## config.mk

```make
export PLATFORM = sky130hd
export DESIGN_NAME = positional_array_list
export DESIGN_NICKNAME = d
export VERILOG_FILES = /design/src/sv/pal_pkg.sv /design/src/sv/pal_ram.sv /design/src/sv/pal_seq.sv /design/src/sv/positional_array_list.sv
export SDC_FILE = /design/constraint.sdc
export NUM_CORES = 2
export LEC_CHECK = 0
export BUFFER_PORTS_ARGS = -buffer_cell sky130_fd_sc_hd__buf_2
export CORE_MARGIN = 3
export CORE_UTILIZATION = 58
export CTS_BUF_LIST = sky130_fd_sc_hd__clkbuf_8 sky130_fd_sc_hd__clkbuf_16
export CTS_CLUSTER_SIZE = 14
export DETAILED_ROUTE_END_ITERATION = 8
export GPL_TIMING_DRIVEN = 0
export PLACE_DENSITY = 0.74
export SYNTH_ARGS = -nofsm -noshare
export SYNTH_HDL_FRONTEND = slang
export SYNTH_HIERARCHICAL = 1
export SYNTH_SLANG_ARGS = --single-unit
```

## constraint.sdc

```tcl
create_clock -name clk_i -period 6.7 [get_ports clk_i]
set_input_delay 1.005 -clock clk_i [delete_from_list [all_inputs] [get_ports clk_i]]
set_output_delay 1.005 -clock clk_i [all_outputs]
set_load 0.05 [all_outputs]
```

## src/sv/pal_pkg.sv

```systemverilog
// Shared request and status codes, and the sequencer state type, for the array list.
`default_nettype none

package pal_pkg;

  // request kinds as they arrive on the input channel
  typedef enum logic [1:0] {
    KIND_READ   = 2'd0,
    KIND_INSERT = 2'd1,
    KIND_MODIFY = 2'd2,
    KIND_REMOVE = 2'd3
  } kind_e;

  // result status codes
  typedef enum logic [1:0] {
    ST_OK      = 2'd0,
    ST_FULL    = 2'd1,
    ST_INVALID = 2'd2
  } status_e;

  // sequencer states, one-hot
  typedef enum logic [5:0] {
    S_IDLE  = 6'b000001,
    S_FIRST = 6'b000010,
    S_INS   = 6'b000100,
    S_PUT   = 6'b001000,
    S_REM   = 6'b010000,
    S_OUT   = 6'b100000
  } state_e;

endpackage

`default_nettype wire

```

## src/sv/pal_ram.sv

```systemverilog
// Entry store: one write port and one read port, read data registered.
`default_nettype none

module pal_ram #(
  parameter int Depth = 64,
  parameter int Aw    = 6
) (
  input  wire logic          clk_i,
  input  wire logic          we_i,
  input  wire logic [Aw-1:0] waddr_i,
  input  wire logic [31:0]   wdata_i,
  input  wire logic          re_i,
  input  wire logic [Aw-1:0] raddr_i,
  output      logic [31:0]   rdata_o
);

  logic [31:0] mem_q [Depth];
  logic [31:0] rdata_q;

  // write port
  always_ff @(posedge clk_i) begin
    if (we_i) begin
      mem_q[waddr_i] <= wdata_i;
    end
  end

  // read port, read data registered
  always_ff @(posedge clk_i) begin
    if (re_i) begin
      rdata_q <= mem_q[raddr_i];
    end
  end

  assign rdata_o = rdata_q;

endmodule

`default_nettype wire

```

## src/sv/pal_seq.sv

```systemverilog
// Request sequencer: decode, entry shifting through the store, count and result register.
`default_nettype none

module pal_seq
  import pal_pkg::*;
#(
  parameter int Aw = 6
) (
  input  wire logic          clk_i,
  input  wire logic          rst_ni,
  input  wire logic          in_valid_i,
  output      logic          in_ready_o,
  input  wire logic [1:0]    kind_i,
  input  wire logic [6:0]    position_i,
  input  wire logic [31:0]   value_i,
  input  wire logic [6:0]    cap_i,
  output      logic          out_valid_o,
  input  wire logic          out_ready_i,
  output      logic [31:0]   read_value_o,
  output      logic [1:0]    status_o,
  output      logic [6:0]    count_o,
  output      logic          empty_res_o,
  output      logic          full_res_o,
  output      logic          ram_we_o,
  output      logic [Aw-1:0] ram_waddr_o,
  output      logic [31:0]   ram_wdata_o,
  output      logic          ram_re_o,
  output      logic [Aw-1:0] ram_raddr_o,
  input  wire logic [31:0]   ram_rdata_i
);

  state_e      state_q, state_d;
  logic [6:0]  cnt_q, cnt_d;
  logic [6:0]  oldcnt_q, oldcnt_d;
  logic [6:0]  pos_q, pos_d;
  logic [31:0] val_q, val_d;
  kind_e       kind_q, kind_d;
  logic [6:0]  idx_q, idx_d;
  logic [31:0] pend_rd_q, pend_rd_d;
  status_e     pend_st_q, pend_st_d;

  logic        out_valid_q, out_valid_d;
  logic [31:0] out_rd_q, out_rd_d;
  logic [1:0]  out_st_q, out_st_d;
  logic [6:0]  out_cnt_q, out_cnt_d;
  logic        out_empty_q, out_empty_d;
  logic        out_full_q, out_full_d;

  logic [6:0]  waddr_idx, raddr_idx;
  logic [6:0]  pos_m1;
  logic [7:0]  cnt_p1;
  logic        in_list;

  assign pos_m1  = position_i - 7'd1;
  assign cnt_p1  = {1'b0, cnt_q} + 8'd1;
  assign in_list = (position_i != 7'd0) && (position_i <= cnt_q);

  // decode, then step through the store one entry a cycle; accesses in one cycle
  // never touch the same entry, so no forwarding is needed
  always_comb begin
    state_d     = state_q;
    cnt_d       = cnt_q;
    oldcnt_d    = oldcnt_q;
    pos_d       = pos_q;
    val_d       = val_q;
    kind_d      = kind_q;
    idx_d       = idx_q;
    pend_rd_d   = pend_rd_q;
    pend_st_d   = pend_st_q;
    out_valid_d = out_valid_q && !out_ready_i;
    out_rd_d    = out_rd_q;
    out_st_d    = out_st_q;
    out_cnt_d   = out_cnt_q;
    out_empty_d = out_empty_q;
    out_full_d  = out_full_q;
    ram_we_o    = 1'b0;
    ram_re_o    = 1'b0;
    waddr_idx   = 7'd0;
    raddr_idx   = 7'd0;
    ram_wdata_o = val_q;

    unique case (state_q)
      S_IDLE: begin
        if (in_valid_i) begin
          pos_d     = position_i;
          val_d     = value_i;
          kind_d    = kind_e'(kind_i);
          oldcnt_d  = cnt_q;
          pend_rd_d = 32'd0;
          pend_st_d = ST_OK;
          state_d   = S_OUT;
          unique case (kind_e'(kind_i))
            KIND_READ: begin
              if (in_list) begin
                ram_re_o  = 1'b1;
                raddr_idx = pos_m1;
                state_d   = S_FIRST;
              end else begin
                pend_st_d = ST_INVALID;
              end
            end
            KIND_INSERT: begin
              if (cnt_q >= cap_i) begin
                pend_st_d = ST_FULL;
              end else if ((position_i == 7'd0) || ({1'b0, position_i} > cnt_p1) ||
                           (position_i > cap_i)) begin
                pend_st_d = ST_INVALID;
              end else begin
                cnt_d = cnt_p1[6:0];
                if ({1'b0, position_i} == cnt_p1) begin
                  // append: nothing to move
                  ram_we_o    = 1'b1;
                  waddr_idx   = pos_m1;
                  ram_wdata_o = value_i;
                end else begin
                  ram_re_o  = 1'b1;
                  raddr_idx = cnt_q - 7'd1;
                  idx_d     = cnt_q - 7'd1;
                  state_d   = S_INS;
                end
              end
            end
            KIND_MODIFY: begin
              if (in_list) begin
                ram_we_o    = 1'b1;
                waddr_idx   = pos_m1;
                ram_wdata_o = value_i;
              end else begin
                pend_st_d = ST_INVALID;
              end
            end
            KIND_REMOVE: begin
              if (in_list) begin
                ram_re_o  = 1'b1;
                raddr_idx = pos_m1;
                idx_d     = pos_m1;
                cnt_d     = cnt_q - 7'd1;
                state_d   = S_FIRST;
              end else begin
                pend_st_d = ST_INVALID;
              end
            end
          endcase
        end
      end

      // capture the word read; a remove then closes the gap
      S_FIRST: begin
        pend_rd_d = ram_rdata_i;
        if ((kind_q == KIND_REMOVE) && (({1'b0, idx_q} + 8'd1) < {1'b0, oldcnt_q})) begin
          ram_re_o  = 1'b1;
          raddr_idx = idx_q + 7'd1;
          state_d   = S_REM;
        end else begin
          state_d = S_OUT;
        end
      end

      // move entry idx+1 down to idx, fetch the next one
      S_REM: begin
        ram_we_o    = 1'b1;
        waddr_idx   = idx_q;
        ram_wdata_o = ram_rdata_i;
        idx_d       = idx_q + 7'd1;
        if (({1'b0, idx_q} + 8'd2) < {1'b0, oldcnt_q}) begin
          ram_re_o  = 1'b1;
          raddr_idx = idx_q + 7'd2;
        end else begin
          state_d = S_OUT;
        end
      end

      // move entry idx up to idx+1, walking down to the insert point
      S_INS: begin
        ram_we_o    = 1'b1;
        waddr_idx   = idx_q + 7'd1;
        ram_wdata_o = ram_rdata_i;
        if (idx_q == (pos_q - 7'd1)) begin
          state_d = S_PUT;
        end else begin
          ram_re_o  = 1'b1;
          raddr_idx = idx_q - 7'd1;
          idx_d     = idx_q - 7'd1;
        end
      end

      // place the new word into the opened slot
      S_PUT: begin
        ram_we_o  = 1'b1;
        waddr_idx = pos_q - 7'd1;
        state_d   = S_OUT;
      end

      // hand the result to the output register once it is free
      S_OUT: begin
        if (!out_valid_q || out_ready_i) begin
          out_valid_d = 1'b1;
          out_rd_d    = pend_rd_q;
          out_st_d    = pend_st_q;
          out_cnt_d   = cnt_q;
          out_empty_d = (cnt_q == 7'd0);
          out_full_d  = (cnt_q >= cap_i);
          state_d     = S_IDLE;
        end
      end

      default: begin
        state_d = S_IDLE;
      end
    endcase
  end

  assign ram_waddr_o = Aw'(waddr_idx);
  assign ram_raddr_o = Aw'(raddr_idx);

  // control state
  always_ff @(posedge clk_i or negedge rst_ni) begin
    if (!rst_ni) begin
      state_q     <= S_IDLE;
      cnt_q       <= 7'd0;
      out_valid_q <= 1'b0;
    end else begin
      state_q     <= state_d;
      cnt_q       <= cnt_d;
      out_valid_q <= out_valid_d;
    end
  end

  // request and result payload
  always_ff @(posedge clk_i) begin
    oldcnt_q    <= oldcnt_d;
    pos_q       <= pos_d;
    val_q       <= val_d;
    kind_q      <= kind_d;
    idx_q       <= idx_d;
    pend_rd_q   <= pend_rd_d;
    pend_st_q   <= pend_st_d;
    out_rd_q    <= out_rd_d;
    out_st_q    <= out_st_d;
    out_cnt_q   <= out_cnt_d;
    out_empty_q <= out_empty_d;
    out_full_q  <= out_full_d;
  end

  assign in_ready_o   = (state_q == S_IDLE);
  assign out_valid_o  = out_valid_q;
  assign read_value_o = out_rd_q;
  assign status_o     = out_st_q;
  assign count_o      = out_cnt_q;
  assign empty_res_o  = out_empty_q;
  assign full_res_o   = out_full_q;

endmodule

`default_nettype wire

```

## src/sv/positional_array_list.sv

```systemverilog
// Top level of the positional array list: capacity register, sequencer and entry store.
//
//   channel  | handshake                | payload
//   ---------+--------------------------+-----------------------------------------
//   in       | in_valid_i / in_ready_o  | kind_i, position_i, value_i
//   out      | out_valid_o / out_ready_i| read_value_o, status_o, count_o,
//            |                          | empty_res_o, full_res_o
//   cfg      | cfg_valid_i / cfg_ready_o| cfg_data_i (capacity)
//
// Modify, append and rejected requests go straight to the result; read first captures the word,
// and insert and remove first shift the entries behind the position in the store.
// The store has one read and one write port, so a shift moves one entry a cycle.
// One request is in work at a time; the next is taken while the result waits on out.
// Reset empties the list and sets capacity to 64; the entries need no clearing.
`default_nettype none

module positional_array_list
  import pal_pkg::*;
#(
  parameter int DEPTH = 64
) (
  input  wire logic        clk_i,
  input  wire logic        rst_ni,
  input  wire logic        in_valid_i,
  output      logic        in_ready_o,
  input  wire logic [1:0]  kind_i,
  input  wire logic [6:0]  position_i,
  input  wire logic [31:0] value_i,
  output      logic        out_valid_o,
  input  wire logic        out_ready_i,
  output      logic [31:0] read_value_o,
  output      logic [1:0]  status_o,
  output      logic [6:0]  count_o,
  output      logic        empty_res_o,
  output      logic        full_res_o,
  input  wire logic        cfg_valid_i,
  output      logic        cfg_ready_o,
  input  wire logic [6:0]  cfg_data_i
);

  localparam int Aw     = (DEPTH > 1) ? $clog2(DEPTH) : 1;
  localparam int CapMax = (DEPTH > 127) ? 127 : DEPTH;

  logic [6:0]    capacity_q;
  logic [6:0]    cap_eff;
  logic          ram_we, ram_re;
  logic [Aw-1:0] ram_waddr, ram_raddr;
  logic [31:0]   ram_wdata, ram_rdata;

  // capacity register, written whenever cfg_valid_i is high
  assign cfg_ready_o = 1'b1;

  always_ff @(posedge clk_i or negedge rst_ni) begin
    if (!rst_ni) begin
      capacity_q <= 7'd64;
    end else if (cfg_valid_i) begin
      capacity_q <= cfg_data_i;
    end
  end

  // clamp capacity into 1..built depth, at most 127
  always_comb begin
    if (capacity_q == 7'd0) begin
      cap_eff = 7'd1;
    end else if (capacity_q > 7'(CapMax)) begin
      cap_eff = 7'(CapMax);
    end else begin
      cap_eff = capacity_q;
    end
  end

  pal_seq #(
    .Aw (Aw)
  ) u_seq (
    .clk_i        (clk_i),
    .rst_ni       (rst_ni),
    .in_valid_i   (in_valid_i),
    .in_ready_o   (in_ready_o),
    .kind_i       (kind_i),
    .position_i   (position_i),
    .value_i      (value_i),
    .cap_i        (cap_eff),
    .out_valid_o  (out_valid_o),
    .out_ready_i  (out_ready_i),
    .read_value_o (read_value_o),
    .status_o     (status_o),
    .count_o      (count_o),
    .empty_res_o  (empty_res_o),
    .full_res_o   (full_res_o),
    .ram_we_o     (ram_we),
    .ram_waddr_o  (ram_waddr),
    .ram_wdata_o  (ram_wdata),
    .ram_re_o     (ram_re),
    .ram_raddr_o  (ram_raddr),
    .ram_rdata_i  (ram_rdata)
  );

  pal_ram #(
    .Depth (DEPTH),
    .Aw    (Aw)
  ) u_ram (
    .clk_i   (clk_i),
    .we_i    (ram_we),
    .waddr_i (ram_waddr),
    .wdata_i (ram_wdata),
    .re_i    (ram_re),
    .raddr_i (ram_raddr),
    .rdata_o (ram_rdata)
  );

endmodule

`default_nettype wire

```

; Word level (Yosys, flattened, before mapping)
; Memory sizes are Yosys's and may differ from the RTL's. A register that Yosys moved wholly into a read port is not among the register bits.
; Cells that the tools add are included.
[op_classes]
add_sub_neg = 9
mux = 74
n_reduce_logical = 26
n_eq_ne = 25
n_lt_le_gt_ge = 7
[op_table]
columns = cell, n
row1 = 32-bit two-way mux, 6
row2 = 32-bit one-hot mux with 2 select lines, 3
row3 = 6-bit two-way mux, 21
row4 = 7-bit two-way mux, 11
row5 = 6-bit one-hot mux with 4 select lines, 2
row6 = 6-bit one-hot mux with 2 select lines, 3
row7 = 6-bit one-hot mux with 6 select lines, 1
row8 = 7-bit one-hot mux with 2 select lines, 2
row9 = "7-bit by 1-bit subtractor with 7-bit output, second input constant", 4
row10 = 7-bit zero test, 3
row11 = 7-bit one-hot mux with 3 select lines, 1
row12 = "7-bit by 1-bit adder with 8-bit output, second input constant", 2
row13 = 8-bit by 7-bit less-than comparator with 1-bit output, 2
row14 = 1-bit two-way mux, 16
row15 = "2-bit != test, second input constant", 5
row16 = "3-bit != test, second input constant", 3
row17 = "7-bit by 2-bit adder with 8-bit output, second input constant", 1
row18 = 7-bit by 8-bit equality test with 1-bit output, 1
row19 = 7-bit by 8-bit greater-than comparator with 1-bit output, 1
row20 = 8-bit AND reduction, 1
row21 = "7-bit by 1-bit adder with 7-bit output, second input constant", 1
row22 = 7-bit equality test, 1
row23 = 7-bit >= comparator, 1
row24 = 7-bit greater-than comparator, 1
row25 = other kinds (30), 48
[totals]
ram_bits = 2048
output_inout_bits = 46
reg_bits = 153
mem_count = 1
elab_cells = 158
in_bits = 53
[memory_table]
columns = memory, words, word_bits, read_ports, rd_ports_with_merged_regs, wr, line
row1 = u_ram.mem_q, 64, 32, 1, 1, 1, pal_ram.sv:17  ; logic [31:0] mem_q [Depth];

; Depth between registers and ports, before layout
[depth]
word_depth = 12
depth_mapped = 23
ltp_nobuf = 17

; Cells and area by module
; The synthesis kept the hierarchy.
[modules_own_cells]
columns = module, n_inst, cells_per_inst, seq_area_each_um2, area_per_inst_um2
row1 = pal_ram, 1, 3511, 62459.9, 79359.9
row2 = pal_seq, 1, 783, 4315.4, 8788.4
row3 = positional_array_list, 1, 26, 176.4, 335.3

; Least setup slack after synthesis
; Ideal clock, no wire load.
[synth_path]
kind = input to register
from = in position_i[4]
to = mem u_ram.mem_q[28][0], enable pin
path_stages = 12
setup_ns = 0.421
n_path_buf = 2
t_arrival_ns = 5.173
t_required_ns = 6.279
slack_ns = 1.105
path_cell_list = ha_1 > and4_1 > a21boi_0 > o31a_1 > nor4_4 > nor2_1 > o21ai_1 > clkbuf_1 > or3b_2 > or2_2 > clkbuf_1 > nor2_1
[synth_between]
elab_cells_between_ends = 26
classes_between = 1 x add/sub / 3 x order compare / 1 x eq/ne / 16 x mux / 5 x reduce/logical
[synth_lines]
columns = element, line
row1 = from (decl), positional_array_list.sv:27  ; input wire logic [6:0] position_i,
row2 = 7-bit by 8-bit greater-than comparator with 1-bit output / 7-bit zero test (equally long branches), pal_seq.sv:105  ; end else if ((position_i == 7'd0) || ({1'b0, position_i} > cnt_p1) ||
row3 = 1-bit logical OR (2 in a row), pal_seq.sv:105
row4 = 6-bit two-way mux, pal_seq.sv:105
row5 = 6-bit two-way mux, pal_seq.sv:103  ; if (cnt_q >= cap_i) begin
row6 = 6-bit one-hot mux with 2 select lines *, pal_seq.sv:92  ; unique case (kind_e'(kind_i))
row7 = 6-bit two-way mux *, pal_seq.sv:84  ; if (in_valid_i) begin
row8 = 6-bit one-hot mux with 4 select lines *, pal_seq.sv:82  ; unique case (state_q)
row9 = named net ram_waddr[2], positional_array_list.sv:47  ; logic [Aw-1:0] ram_waddr, ram_raddr;
row10 = to (decl), pal_ram.sv:17
; Mark *: on every way through the listed nets, which the timed path passes. The rest lies on a longest branch.

; Final worst setup path
[layout_path]
from = reg u_seq.idx_q[1]
to = reg u_ram.rdata_q[0] (netlist: u_ram/rdata_o[0]) (read register of u_ram.mem_q) (data pin)
[layout_between]
elab_chain_cells = 5
elab_cells_between_ends = 17
classes_between = 5 x add/sub / 2 x order compare / 1 x eq/ne / 8 x mux / 1 x reduce/logical
[layout_lines]
columns = element, line
row1 = from (decl), pal_seq.sv:38  ; logic [6:0] idx_q, idx_d;
row2 = from (signal assigned), pal_seq.sv:235  ; idx_q <= idx_d;
row3 = 7-bit by 1-bit adder with 8-bit output, pal_seq.sv:150  ; if ((kind_q == KIND_REMOVE) && (({1'b0, idx_q} + 8'd1) < {1'b0, oldcnt_q})) begin
row4 = 8-bit by 7-bit less-than comparator with 1-bit output, pal_seq.sv:150
row5 = 1-bit logical AND, pal_seq.sv:150
row6 = 6-bit two-way mux, pal_seq.sv:150
row7 = 6-bit one-hot mux with 4 select lines *, pal_seq.sv:82
row8 = named net ram_raddr[1], positional_array_list.sv:47
row9 = to (decl), pal_ram.sv:18  ; logic [31:0] rdata_q;
; Marks and branches as above.
; A chain may end at the register's enable or synchronous reset.

==> results by group <==
Status
  – Status: completed

Logic synthesis
  – Ys async rst share: 0.00940
  – Mapped Cells: 4320
  – Net Count, Synth: 4429
  – Syn avg cell area: 20.5 um2
  – EDFF count, synth: 2212
  – Synth unique cells: 82
  – Yosys reg bits: 2233
  – Register area share after synthesis: 0.757
  – Cell area after synthesis: 88500 um2
  – Dominant synthesized flop cell: edfxtp_1
  – YS warnings: 6

Floorplanning
  – Die area: 157000 um2
  – Core ar.: 151000 um2
  – Die Width: 397 um
  – Initial core utilization: 0.587
  – # rows: 142
  – I/O Pins: 99
  – Height of the die: 397 um

Layout
  – Nets@finish: 5013
  – Commonest non-fill, non-tap cell in the layout: edfxtp_1
  – Layout area overhead: 15.7%
  – Layout cell share with drive strength beyond 1: 0.276
  – Fillers: 9265
  – Final cell count without fillers: 7120
  – Most frequent cells in the layout: 2212 x edfxtp_1, 446 x mux4_2, 213 x clkbuf_16

Setup path
  – Crit end category: flop
  – WS Path Type: reg -> reg
  – Req. time, crit path: 7280 ps
  – CP arrival: 7170 ps
  – R2R setup slack: 110 ps
  – CP max FO: 10
  – Startpoint Class: flop

Routing
  – Avg WL per Cell: 36.1 um
  – Post-Route WL: 257 mm
  – Via count: 49414
  – DRC errors left: 0
  – Vias per cell: 6.94
  – ANT nets after route: 0
  – Drt first pass iters: 6
  – Initial DRC count: 8299

Timing
  – Achievable Freq: 0.152 GHz
  – TNS Setup: 0 ps
  – Setup Skew: 59.0 ps
  – Min cycle time layout: 6590 ps
  – Period utilisation layout: 0.984
  – Slew HR: 0.158
  – Worst Tran Pin Value: 1260 ps
  – # setup viols final: 0
  – Fin. max-slew vios: 0
  – Endpoints failing hold: 0

Clock tree
  – Clock buffer count from CTS: 211
  – Root Driver: clkbuf_16
  – Clk buf depth: 3
  – CTS tree: done
  – Worst-Skew Late Latency: 890 ps
  – Clock sink count: 2233
  – Max H-tree Level: 4
  – Reg clk slew, reported paths: 60 ps
  – # hold bufs at CTS: 0

Placement
  – Placer Congestion: 0.902
  – Placed wire-length estimate: 173 mm
  – Inst Count DP: 6656
  – Port Buffer Count: 96

Power
  – Leak: 32.9 nW
  – VDD IR-drop max: 0.000330 V
  – Pwr dens: 365 nW/um2

Global route
  – First-pass GRT wire length: 359 mm
  – Grt total ovfl: 0
  – Pin count of the biggest net entering global routing: 37
  – Initial antenna violation count: 22
  – Vias in the first global route: 48186
  – Tot GR Track Use: 0.326

Run
  – Max_cap viols: 0

Worst hold path
  – Tightest Hold Check Type: in -> async
==> per-stage QoR <==
step | util | hold slack, ps | setup WS (ps) | total power [mW] | area (um2)
after floorplan | - | 400 | 1110 | 22.1 | 88500
after global placement | 0.607 | 401 | -2130 | 25.0 | 91500
after detailed placement | 0.628 | 405 | -1410 | 25.5 | 94700
after CTS | 0.675 | 138 | 1.68 | 37.2 | 102000
after global routing | 0.679 | 166 | -18.4 | 38.3 | 102000
final | 0.679 | 156 | 110 | 37.4 | 102000
==> metal layers <==
metal | up-vias | share of wire | track usage | wire (um)
met5 | - | 0.00029 | 0 | 75
met2 | 4029 | 0.46 | 0.494 | 118000
met3 | 679 | 0.14 | 0.105 | 36900
met4 | 12 | 0.051 | 0.147 | 13000
met1 | 25353 | 0.34 | 0.440 | 88400
li1 | 19341 | - | - | -
==> cells in the mapped netlist (11+ instances only) <==
cell type,number,share of area
o22ai_1,45,0.0032
nand2_1,65,0.0028
dfrtp_1,19,0.0054
nand2b_1,14,0.00099
a22oi_1,163,0.014
a22o_1,12,0.0012
inv_1,70,0.0030
buf_1,12,0.00051
ha_1,56,0.0079
o22a_1,12,0.0012
edfxtp_1,2212,0.75
buf_6,34,0.0043
nand4_1,14,0.00099
nand3_1,64,0.0036
a21oi_1,45,0.0025
o21ai_0,47,0.0027
mux4_2,446,0.11
clkbuf_1,102,0.0043
buf_2,62,0.0035
mux2i_1,196,0.022
and2_1,39,0.0028
buf_4,29,0.0025
a311o_1,12,0.0014
a211oi_1,34,0.0029
and3_1,19,0.0013
nor2b_1,27,0.0019
o211ai_1,56,0.0048
o221ai_1,54,0.0053
xnor2_1,25,0.0025
a31oi_1,27,0.0019
xor2_1,11,0.0011
nor3_1,19,0.0011
nor2_1,119,0.0050
==> what timing repair did <==
item / CTS / global route
gates resized for setup: 40 / 47
setup endpoints to repair: 65 / 645
pin swaps: 5 / 16
buffers inserted: 7 / 50
gates cloned: 0 / 0
==> final timing paths <==
kind,end,cells after the start,startpoint
max,u_ram/rdata_o[0],21,u_seq/idx_q[1]
min,capacity_q[1],1,rst_ni
max reg2reg,u_ram/rdata_o[0],21,u_seq/idx_q[1]
min reg2reg,u_seq/read_value_o[14],0,u_seq/pend_rd_q[14]
max in group asynchronous,u_seq/cnt_q[2],1,rst_ni
min in group clk_i,u_seq/val_q[15],1,value_i[15]
==> cells by family (layout without fill, tap and decap cells) <==
logic type,count (synthesis),in the layout,synth area share
other,1,22,0.0000424
adder cells (fa/ha/maj),56,56,0.00792
flip-flops,2233,2233,0.757
multiplexers,651,651,0.137
AO/OA/AOI/OAI,572,572,0.0475
AND/OR/NAND/NOR,449,449,0.0268
XOR/XNOR,40,40,0.00461
buffers and inverters,318,1081,0.0197
==> power by group <==
| part | switching [mW] | total, mW | internal (mW) |
|---|---|---|---|
| Sequential | 0.179 | 17.4 | 17.2 |
| Combinational | 5.55 | 8.17 | 2.62 |
| Clock | 5.22 | 11.8 | 6.57 |
==> cell type report <==
cell class | count | area [um2] | area share
Clock buffer | 214 | 5340 | 0.0522
Sequential cell | 2233 | 67000 | 0.654
Tap cell | 2016 | 2520 | 0.0246
Inverter | 70 | 263 | 0.00257
Antenna cell | 21 | 52.6 | 0.000514
Buffer | 242 | 1530 | 0.0150
Clock inverter | 178 | 1550 | 0.0151
Timing Repair Buffer | 377 | 3680 | 0.0360
Multi-Input combinational cell | 1769 | 20400 | 0.200
==> critical path: stages, from the launching register on <==
cell      delay [ps]
edfxtp_1         530
ha_1             270
and3_1           190
clkbuf_1         230
nand2_1          130
xor2_2           290
inv_1             80
ha_1             300
and3_1           170
a211oi_1         220
o21ai_0          270
nor3_4           380
a22oi_1          150
o211ai_1         140
buf_4            330
buf_2            360
buf_2            390
buf_2            500
mux2i_1          140
mux2i_1          270
a21oi_1          280
a311oi_2         650
==> registers in the layout, indices dropped and copies added (netlist names), 32 cells and up <==
name / cells
u_seq/read_value_o: 32
u_ram/mem_q: 2048
u_seq/pend_rd_q: 32
u_ram/rdata_o: 32
u_seq/val_q: 32
No activity file was read; power rests on OpenSTA's default activity.
